File: config.mk
export PLATFORM = sky130hd
export DESIGN_NAME = block_weighted_color_distance
export DESIGN_NICKNAME = d
export VERILOG_FILES = /design/src/sv/wcd_pkg.sv /design/src/sv/block_weighted_color_distance.sv /design/src/sv/wcd_ctrl.sv /design/src/sv/wcd_datapath.sv
export SDC_FILE = /design/constraint.sdc
export NUM_CORES = 2
export LEC_CHECK = 0
export BUFFER_PORTS_ARGS = -buffer_cell sky130_fd_sc_hd__buf_2
export CAP_MARGIN = 20
export CORE_ASPECT_RATIO = 0.75
export CORE_MARGIN = 2
export CORE_UTILIZATION = 45
export DETAILED_ROUTE_END_ITERATION = 6
export GPL_TIMING_DRIVEN = 0
export PLACE_DENSITY_LB_ADDON = 0.2
export SYNTH_ARGS = -nofsm -noshare
export SYNTH_HDL_FRONTEND = slang
export SYNTH_HIERARCHICAL = 1
export SYNTH_SLANG_ARGS = --single-unit
File: constraint.sdc
create_clock -name clk -period 23.8 [get_ports clk]
set_input_delay 4.76 -clock clk [delete_from_list [all_inputs] [get_ports clk]]
set_output_delay 4.76 -clock clk [all_outputs]
set_load 0.01 [all_outputs]
File: src/sv/wcd_pkg.sv
// Shared widths, constants, state and command types of the weighted color distance block.
// No dependencies.
`timescale 1ns / 1ps

package wcd_pkg;

	localparam int CH_W        = 16;
	localparam int SUMRED_W    = 17;
	localparam int SQ_W        = 32;
	localparam int OPA_W       = 19;
	localparam int PROD_W      = OPA_W + SQ_W;
	localparam int NUM_W       = 54;
	localparam int FRAC_SHIFT  = 17;
	localparam int PAIR_W      = NUM_W - FRAC_SHIFT;
	localparam int SUM_W       = 40;
	localparam int AVG_SHIFT   = 4;
	localparam int OUT_W       = SUM_W - AVG_SHIFT;
	localparam int GREEN_SHIFT = 19;
	localparam int BLOCK_PAIRS = 16;
	localparam int CNT_W       = 4;

	// Red and blue weights scaled by 2^17: (2 + r) and (3 - r).
	localparam logic [OPA_W-1:0] RED_BIAS  = OPA_W'(262144);
	localparam logic [OPA_W-1:0] BLUE_BIAS = OPA_W'(393216);
	localparam logic [CNT_W-1:0] LAST_CNT  = CNT_W'(BLOCK_PAIRS - 1);
	localparam logic [OUT_W-1:0] OUT_MAX   = OUT_W'(64'd38654705664);

	typedef enum logic [3:0] {
		ST_IDLE,
		ST_DIFF,
		ST_SQR,
		ST_SQG,
		ST_SQB,
		ST_WR,
		ST_WB,
		ST_ACC,
		ST_SUM
	} st_t;

	typedef enum logic [3:0] {
		OP_NONE,
		OP_LOAD,
		OP_DIFF,
		OP_SQR,
		OP_SQG,
		OP_SQB,
		OP_WR,
		OP_WB,
		OP_ACC,
		OP_SUM
	} op_t;

	typedef struct packed {
		op_t op;
	} wcd_cmd_t;

	typedef struct packed {
		logic last_pair;
		logic out_busy;
	} wcd_status_t;

endpackage

File: src/sv/block_weighted_color_distance.sv
// Top level of the block-averaged red-mean weighted RGB distance unit.
// Depends on wcd_pkg, wcd_ctrl and wcd_datapath.
//
//   Channel | Handshake            | Payload
//   --------+----------------------+-----------------------------------------------
//   in      | in_valid / in_ready  | a_red a_green a_blue b_red b_green b_blue (16b)
//   out     | out_valid / out_ready| block_distance (36b), one per 16 pairs
//
// Each pair passes through the sequencer steps in order: the transfer, the
// differences and the red sum, the three squares and the red and blue
// weightings on the single shared multiplier, the addition of the weighted
// products and the fold of the pair into the running sum; only then is a new pair taken.
// Reset (arst_n low) clears the running sum, the pair count and the output valid.
// A stalled output only delays the sixteenth pair of the following block, which
// waits in its final step until the previous result has been taken.
`timescale 1ns / 1ps

module block_weighted_color_distance
	import wcd_pkg::*;
(
	input  logic             clk,
	input  logic             arst_n,
	input  logic             in_valid,
	output logic             in_ready,
	input  logic [CH_W-1:0]  a_red,
	input  logic [CH_W-1:0]  a_green,
	input  logic [CH_W-1:0]  a_blue,
	input  logic [CH_W-1:0]  b_red,
	input  logic [CH_W-1:0]  b_green,
	input  logic [CH_W-1:0]  b_blue,
	output logic             out_valid,
	input  logic             out_ready,
	output logic [OUT_W-1:0] block_distance
);

	// Commands flow from the sequencer to the datapath; status flows back.
	wcd_cmd_t    cmd;
	wcd_status_t status;

	// The sequencer walks one pair through its steps and only offers in_ready
	// when it is idle, so at most one pair is in flight.
	wcd_ctrl u_ctrl (
		.clk      (clk),
		.arst_n   (arst_n),
		.in_valid (in_valid),
		.in_ready (in_ready),
		.status   (status),
		.cmd      (cmd)
	);

	// The datapath holds the captured pair, the squared differences, the
	// numerator of the pair distance, the 40-bit block sum and the output
	// register. The pair distance is the numerator scaled down by 2^17 with
	// truncation, and the block average is the sum shifted right by four.
	wcd_datapath u_dp (
		.clk            (clk),
		.arst_n         (arst_n),
		.cmd            (cmd),
		.status         (status),
		.a_red          (a_red),
		.a_green        (a_green),
		.a_blue         (a_blue),
		.b_red          (b_red),
		.b_green        (b_green),
		.b_blue         (b_blue),
		.out_valid      (out_valid),
		.out_ready      (out_ready),
		.block_distance (block_distance)
	);

endmodule

File: src/sv/wcd_ctrl.sv
// Sequencer of the weighted color distance block: steps one pair through the datapath.
// Depends on wcd_pkg.
`timescale 1ns / 1ps

module wcd_ctrl
	import wcd_pkg::*;
(
	input  logic        clk,
	input  logic        arst_n,
	input  logic        in_valid,
	output logic        in_ready,
	input  wcd_status_t status,
	output wcd_cmd_t    cmd
);

	st_t state_q;
	st_t state_d;

	always_ff @(posedge clk or negedge arst_n) begin
		if (!arst_n) begin
			state_q <= ST_IDLE;
		end else begin
			state_q <= state_d;
		end
	end

	always_comb begin
		state_d  = state_q;
		cmd.op   = OP_NONE;
		in_ready = 1'b0;
		unique case (state_q)
			ST_IDLE: begin
				in_ready = 1'b1;
				if (in_valid) begin
					cmd.op  = OP_LOAD;
					state_d = ST_DIFF;
				end
			end
			ST_DIFF: begin
				cmd.op  = OP_DIFF;
				state_d = ST_SQR;
			end
			ST_SQR: begin
				cmd.op  = OP_SQR;
				state_d = ST_SQG;
			end
			ST_SQG: begin
				cmd.op  = OP_SQG;
				state_d = ST_SQB;
			end
			ST_SQB: begin
				cmd.op  = OP_SQB;
				state_d = ST_WR;
			end
			ST_WR: begin
				cmd.op  = OP_WR;
				state_d = ST_WB;
			end
			ST_WB: begin
				cmd.op  = OP_WB;
				state_d = ST_ACC;
			end
			ST_ACC: begin
				cmd.op  = OP_ACC;
				state_d = ST_SUM;
			end
			ST_SUM: begin
				// The closing pair of a block waits until the output register is free.
				if (!(status.last_pair && status.out_busy)) begin
					cmd.op  = OP_SUM;
					state_d = ST_IDLE;
				end
			end
			default: begin
				state_d = ST_IDLE;
			end
		endcase
	end

endmodule

File: src/sv/wcd_datapath.sv
// Datapath of the weighted color distance block: differences, shared multiplier,
// accumulator and output register. Depends on wcd_pkg.
`timescale 1ns / 1ps

module wcd_datapath
	import wcd_pkg::*;
(
	input  logic             clk,
	input  logic             arst_n,
	input  wcd_cmd_t         cmd,
	output wcd_status_t      status,
	input  logic [CH_W-1:0]  a_red,
	input  logic [CH_W-1:0]  a_green,
	input  logic [CH_W-1:0]  a_blue,
	input  logic [CH_W-1:0]  b_red,
	input  logic [CH_W-1:0]  b_green,
	input  logic [CH_W-1:0]  b_blue,
	output logic             out_valid,
	input  logic             out_ready,
	output logic [OUT_W-1:0] block_distance
);

	logic [CH_W-1:0]     ar_q, ag_q, ab_q, br_q, bg_q, bb_q;
	logic [CH_W-1:0]     dr_q, dg_q, db_q;
	logic [SUMRED_W-1:0] s_q;
	logic [PROD_W-1:0]   prod_q;
	logic [SQ_W-1:0]     dr2_q, dg2_q, db2_q;
	logic [NUM_W-1:0]    num_q;
	logic [SUM_W-1:0]    sum_q;
	logic [CNT_W-1:0]    cnt_q;
	logic                out_valid_q;
	logic [OUT_W-1:0]    out_data_q;

	logic [OPA_W-1:0]    op_a;
	logic [SQ_W-1:0]     op_b;
	logic [PROD_W-1:0]   prod_d;
	logic [PAIR_W-1:0]   pair_d;
	logic [SUM_W-1:0]    sum_d;
	logic [OPA_W-1:0]    s_ext;

	assign s_ext = OPA_W'(s_q);

	// Operand selection for the one shared multiplier.
	always_comb begin
		op_a = '0;
		op_b = '0;
		case (cmd.op)
			OP_SQR: begin
				op_a = OPA_W'(dr_q);
				op_b = SQ_W'(dr_q);
			end
			OP_SQG: begin
				op_a = OPA_W'(dg_q);
				op_b = SQ_W'(dg_q);
			end
			OP_SQB: begin
				op_a = OPA_W'(db_q);
				op_b = SQ_W'(db_q);
			end
			OP_WR: begin
				op_a = RED_BIAS + s_ext;
				op_b = dr2_q;
			end
			OP_WB: begin
				op_a = BLUE_BIAS - s_ext;
				op_b = db2_q;
			end
			default: begin
				op_a = '0;
				op_b = '0;
			end
		endcase
	end

	assign prod_d = {{(PROD_W-OPA_W){1'b0}}, op_a} * {{(PROD_W-SQ_W){1'b0}}, op_b};
	assign pair_d = num_q[NUM_W-1:FRAC_SHIFT];
	assign sum_d  = sum_q + SUM_W'(pair_d);

	always_ff @(posedge clk) begin
		case (cmd.op)
			OP_LOAD: begin
				ar_q <= a_red;
				ag_q <= a_green;
				ab_q <= a_blue;
				br_q <= b_red;
				bg_q <= b_green;
				bb_q <= b_blue;
			end
			OP_DIFF: begin
				dr_q <= (ar_q > br_q) ? (ar_q - br_q) : (br_q - ar_q);
				dg_q <= (ag_q > bg_q) ? (ag_q - bg_q) : (bg_q - ag_q);
				db_q <= (ab_q > bb_q) ? (ab_q - bb_q) : (bb_q - ab_q);
				s_q  <= SUMRED_W'(ar_q) + SUMRED_W'(br_q);
			end
			OP_SQR: begin
				prod_q <= prod_d;
			end
			OP_SQG: begin
				dr2_q  <= prod_q[SQ_W-1:0];
				prod_q <= prod_d;
			end
			OP_SQB: begin
				dg2_q  <= prod_q[SQ_W-1:0];
				prod_q <= prod_d;
			end
			OP_WR: begin
				db2_q  <= prod_q[SQ_W-1:0];
				prod_q <= prod_d;
			end
			OP_WB: begin
				num_q  <= NUM_W'(prod_q) +
					{{(NUM_W-SQ_W-GREEN_SHIFT){1'b0}}, dg2_q, {GREEN_SHIFT{1'b0}}};
				prod_q <= prod_d;
			end
			OP_ACC: begin
				num_q <= num_q + NUM_W'(prod_q);
			end
			OP_SUM: begin
				if (cnt_q == LAST_CNT) begin
					out_data_q <= sum_d[SUM_W-1:AVG_SHIFT];
				end
			end
			default: begin
			end
		endcase
	end

	always_ff @(posedge clk or negedge arst_n) begin
		if (!arst_n) begin
			sum_q       <= '0;
			cnt_q       <= '0;
			out_valid_q <= 1'b0;
		end else begin
			if (cmd.op == OP_SUM && cnt_q == LAST_CNT) begin
				out_valid_q <= 1'b1;
			end else if (out_valid_q && out_ready) begin
				out_valid_q <= 1'b0;
			end
			if (cmd.op == OP_SUM) begin
				if (cnt_q == LAST_CNT) begin
					sum_q <= '0;
					cnt_q <= '0;
				end else begin
					sum_q <= sum_d;
					cnt_q <= cnt_q + 1'b1;
				end
			end
		end
	end

	assign status.last_pair = (cnt_q == LAST_CNT);
	assign status.out_busy  = out_valid_q && !out_ready;
	assign out_valid        = out_valid_q;
	assign block_distance   = out_data_q;

endmodule

==> qor.txt <==
Clock Latency Late Sink - 630 ps
Synth warn - 6
Global route overflow - 0
Syn Std Cell Area - 45840 um^2
Least-Margin Pin Slew - 1160 ps
Startpoint types - input pin
Setup crit end - u_dp/prod_q[50]$_DFFE_PP_
# setup viols final - 0
Die area - 104500 um^2
CTS clk-pin slew, worst paths - 60 ps
Worst hold path type - register to register
Root Driver - clkbuf_16
Largest net degree at the start of global routing - 55
R2r setup slk - 11540 ps
Worst-case clock buffer depth - 3
Routability cong. - 1.071
RSZ-0062 raised after global routing - no
R2R Path Start - u_dp/cnt_q[0]$_DFFE_PN0N_
Layout cells sized above 1 - 7.163%
Starting Density - 45.34%
Syn Nets - 5712
GRT Util Overall - 27.51%
Crit share post-route - 63.94%
Avg Inst Size Synth - 9.699 um^2
Worst Setup SP - in_valid
Ports - 138
Num Clock Sinks - 446
Cells after Synth - 4726
Setup CP Type - input pin to register
Drt wl/cell - 22.58 um
CP max FO - 10
Outcome - finished clean
Core box area - 101100 um^2
R2r worst-path depth - 35
Achievable frequency - 65.71 MHz
FF-to-FF End - u_dp/prod_q[50]$_DFFE_PP_
Place WS - 8231 ps
Layout net count - 5929
Flops & latches, synth - 446
DP HPWL - 115100 um
WP data arrival - 15620 ps
CP max stage cell - o21ai_1
Setup crit end kind - register
Die width - 372.5 um
DRT Pass-1 Iters - 7
Vias in the first global route - 34.65k
Most used cell, CP - fa_1
Initial antenna violation count - 14
Post-synthesis sequential area ratio - 28.68%
Post-cts sizing count - 0
Max Clock Skew - 25.86 ps
First-pass GRT wire length - 215600 um
IO buf count - 137
Area delta synth->final - 9.884%
DR DRC count - 0
Iter 0 DRT Violations - 4068
WL final - 142800 um
# rows - 101
Fillers - 9474
Post-synth EDFFs - 397
Asr flop ratio synth - 10.99%
Die Y - 280.4 um
Via density per instance - 5.569
Sum of negative setup slack - 0 ps
CTS tree - done
Post-synthesis cell type count - 93
Worst Setup Slack, final - 8582 ps
Via count - 35.22k
Tmin final - 15220 ps
Routed Antenna Nets - 0
Most frequent cells in the layout - 774 x inv_1, 519 x fa_1, 465 x nand2_1, 415 x nor2_1, 397 x edfxtp_1
Final hold violation count - 0
Worst EP required - 24200 ps
Num CTS Buffers - 50
Slowest stage delay, CP - 690 ps
Hold buffers post-CTS - 0
H-tree depth - 2
Predominant post-synthesis flop cell - edfxtp_1
Setup repair bufs after CTS - 0
Max Cap Viol - 0
Pins over their slew limit - 0
Slew headroom - 22.17%
Most common cell after layout, fill and taps aside - inv_1
Ant diodes - 0
stage by stage:
stage,util [%],cell area (um^2),std cells,hold WS (ps)
after detailed placement,48.03,48560,6229,478.4
after global routing,49.82,50370,6323,511.1
final,49.82,50370,6323,486.6
after CTS,49.81,50360,6322,492.6
after global placement,47.67,48200,6202,468.8
after floorplan,-,45840,4726,442.8
Yosys cell counts, types with 10 or more instances:
| cell | n | area (um^2) |
|---|---|---|
| nand4_1 | 33 | 206.5 |
| nor4_1 | 10 | 62.56 |
| a21boi_0 | 10 | 75.07 |
| and2_1 | 36 | 225.2 |
| nor3_1 | 39 | 195.2 |
| o21a_1 | 39 | 292.8 |
| mux2_2 | 25 | 281.5 |
| nand2b_1 | 43 | 269.0 |
| a2111oi_0 | 12 | 105.1 |
| buf_2 | 24 | 120.1 |
| a31oi_1 | 23 | 143.9 |
| o21ai_0 | 184 | 920.9 |
| a221oi_1 | 10 | 87.58 |
| nor2b_1 | 48 | 300.3 |
| mux2i_1 | 40 | 400.4 |
| o21bai_1 | 35 | 262.8 |
| or2_2 | 12 | 75.07 |
| xnor2_1 | 143 | 1252 |
| a211oi_1 | 22 | 165.2 |
| o211ai_1 | 16 | 120.1 |
| inv_1 | 774 | 2905 |
| a21o_1 | 133 | 998.5 |
| dfrtp_1 | 49 | 1226 |
| or3_1 | 16 | 100.1 |
| o31ai_1 | 14 | 105.1 |
| and3_1 | 25 | 156.4 |
| clkbuf_1 | 142 | 533.0 |
| ha_1 | 367 | 4592 |
| fa_1 | 519 | 10390 |
| nand2_1 | 467 | 1753 |
| a21oi_1 | 256 | 1281 |
| o21ai_1 | 27 | 135.1 |
| a222oi_1 | 16 | 160.2 |
| buf_1 | 10 | 37.54 |
| nand3_1 | 49 | 245.2 |
| nor2_1 | 417 | 1565 |
| edfxtp_1 | 397 | 11920 |
| xor2_1 | 79 | 691.9 |
| a22o_1 | 34 | 297.8 |
per-layer routing:
layer	routed length (um)	share of wire, %	global-route usage [%]	up-vias
met4	4616	3.2	8.001	8
met3	17760	12	9.225	257
met5	48	0.034	0	-
met2	56850	40	38.05	1711
li1	-	-	-	16103
met1	63510	44	40.52	17136
cells by family (layout without fill, tap and decap cells):
kind of cell / after synthesis / after routing / share of synthesized area (%)
simple gates: 1229 / 1229 / 11.86
buf+inv: 962 / 1220 / 7.990
compound gates: 916 / 916 / 13.06
fa+ha+maj: 886 / 886 / 32.69
flops: 446 / 446 / 28.68
xor+xnor: 222 / 222 / 4.242
mux: 65 / 65 / 1.488
critical path: cells and delay by family:
| kind | cells | cell delay [ps] |
|---|---|---|
| buf+inv | 9 | 1900 |
| compound gates | 11 | 3580 |
| simple gates | 5 | 1470 |
| fa+ha+maj | 7 | 3570 |
| xor+xnor | 1 | 340 |
sequential cells by signal, indices dropped and copies added (netlist names), 32 cells and up:
name                 count
u_dp/prod_q             51
u_dp/dr2_q              32
u_dp/db2_q              32
u_dp/sum_q              40
u_dp/num_q              54
u_dp/dg2_q              32
u_dp/block_distance     36
final cells by class:
class / count / area [um^2] / share of cell area [%]
Clock buffer: 63 / 1383 / 2.745
Clock inverter: 30 / 417.9 / 0.8297
Sequential cell: 446 / 13150 / 26.10
Buffer: 182 / 737.0 / 1.463
Timing Repair Buffer: 165 / 999.7 / 1.985
Multi-Input combinational cell: 3318 / 29080 / 57.73
Tap cell: 1339 / 1675 / 3.326
Inverter: 780 / 2928 / 5.813
how the worst min path moves through the flow:
stage | startpoint | end | slack, ps | cells after the start
after floorplan | u_dp/sum_q[17]$_DFFE_PN0N_ | u_dp/sum_q[17]$_DFFE_PN0N_ | 440 | 2
after global placement | u_dp/sum_q[3]$_DFFE_PN0N_ | u_dp/sum_q[3]$_DFFE_PN0N_ | 470 | 2
after detailed placement | u_dp/sum_q[3]$_DFFE_PN0N_ | u_dp/sum_q[3]$_DFFE_PN0N_ | 480 | 2
after CTS | u_dp/sum_q[3]$_DFFE_PN0N_ | u_dp/sum_q[3]$_DFFE_PN0N_ | 490 | 2
after global routing | u_dp/cnt_q[3]$_DFFE_PN0N_ | u_dp/cnt_q[3]$_DFFE_PN0N_ | 510 | 1
final | u_dp/sum_q[3]$_DFFE_PN0N_ | u_dp/sum_q[3]$_DFFE_PN0N_ | 490 | 2
Power is not shown: default switching activity piles up to over one toggle a cycle in this logic, so the estimate is an artifact.
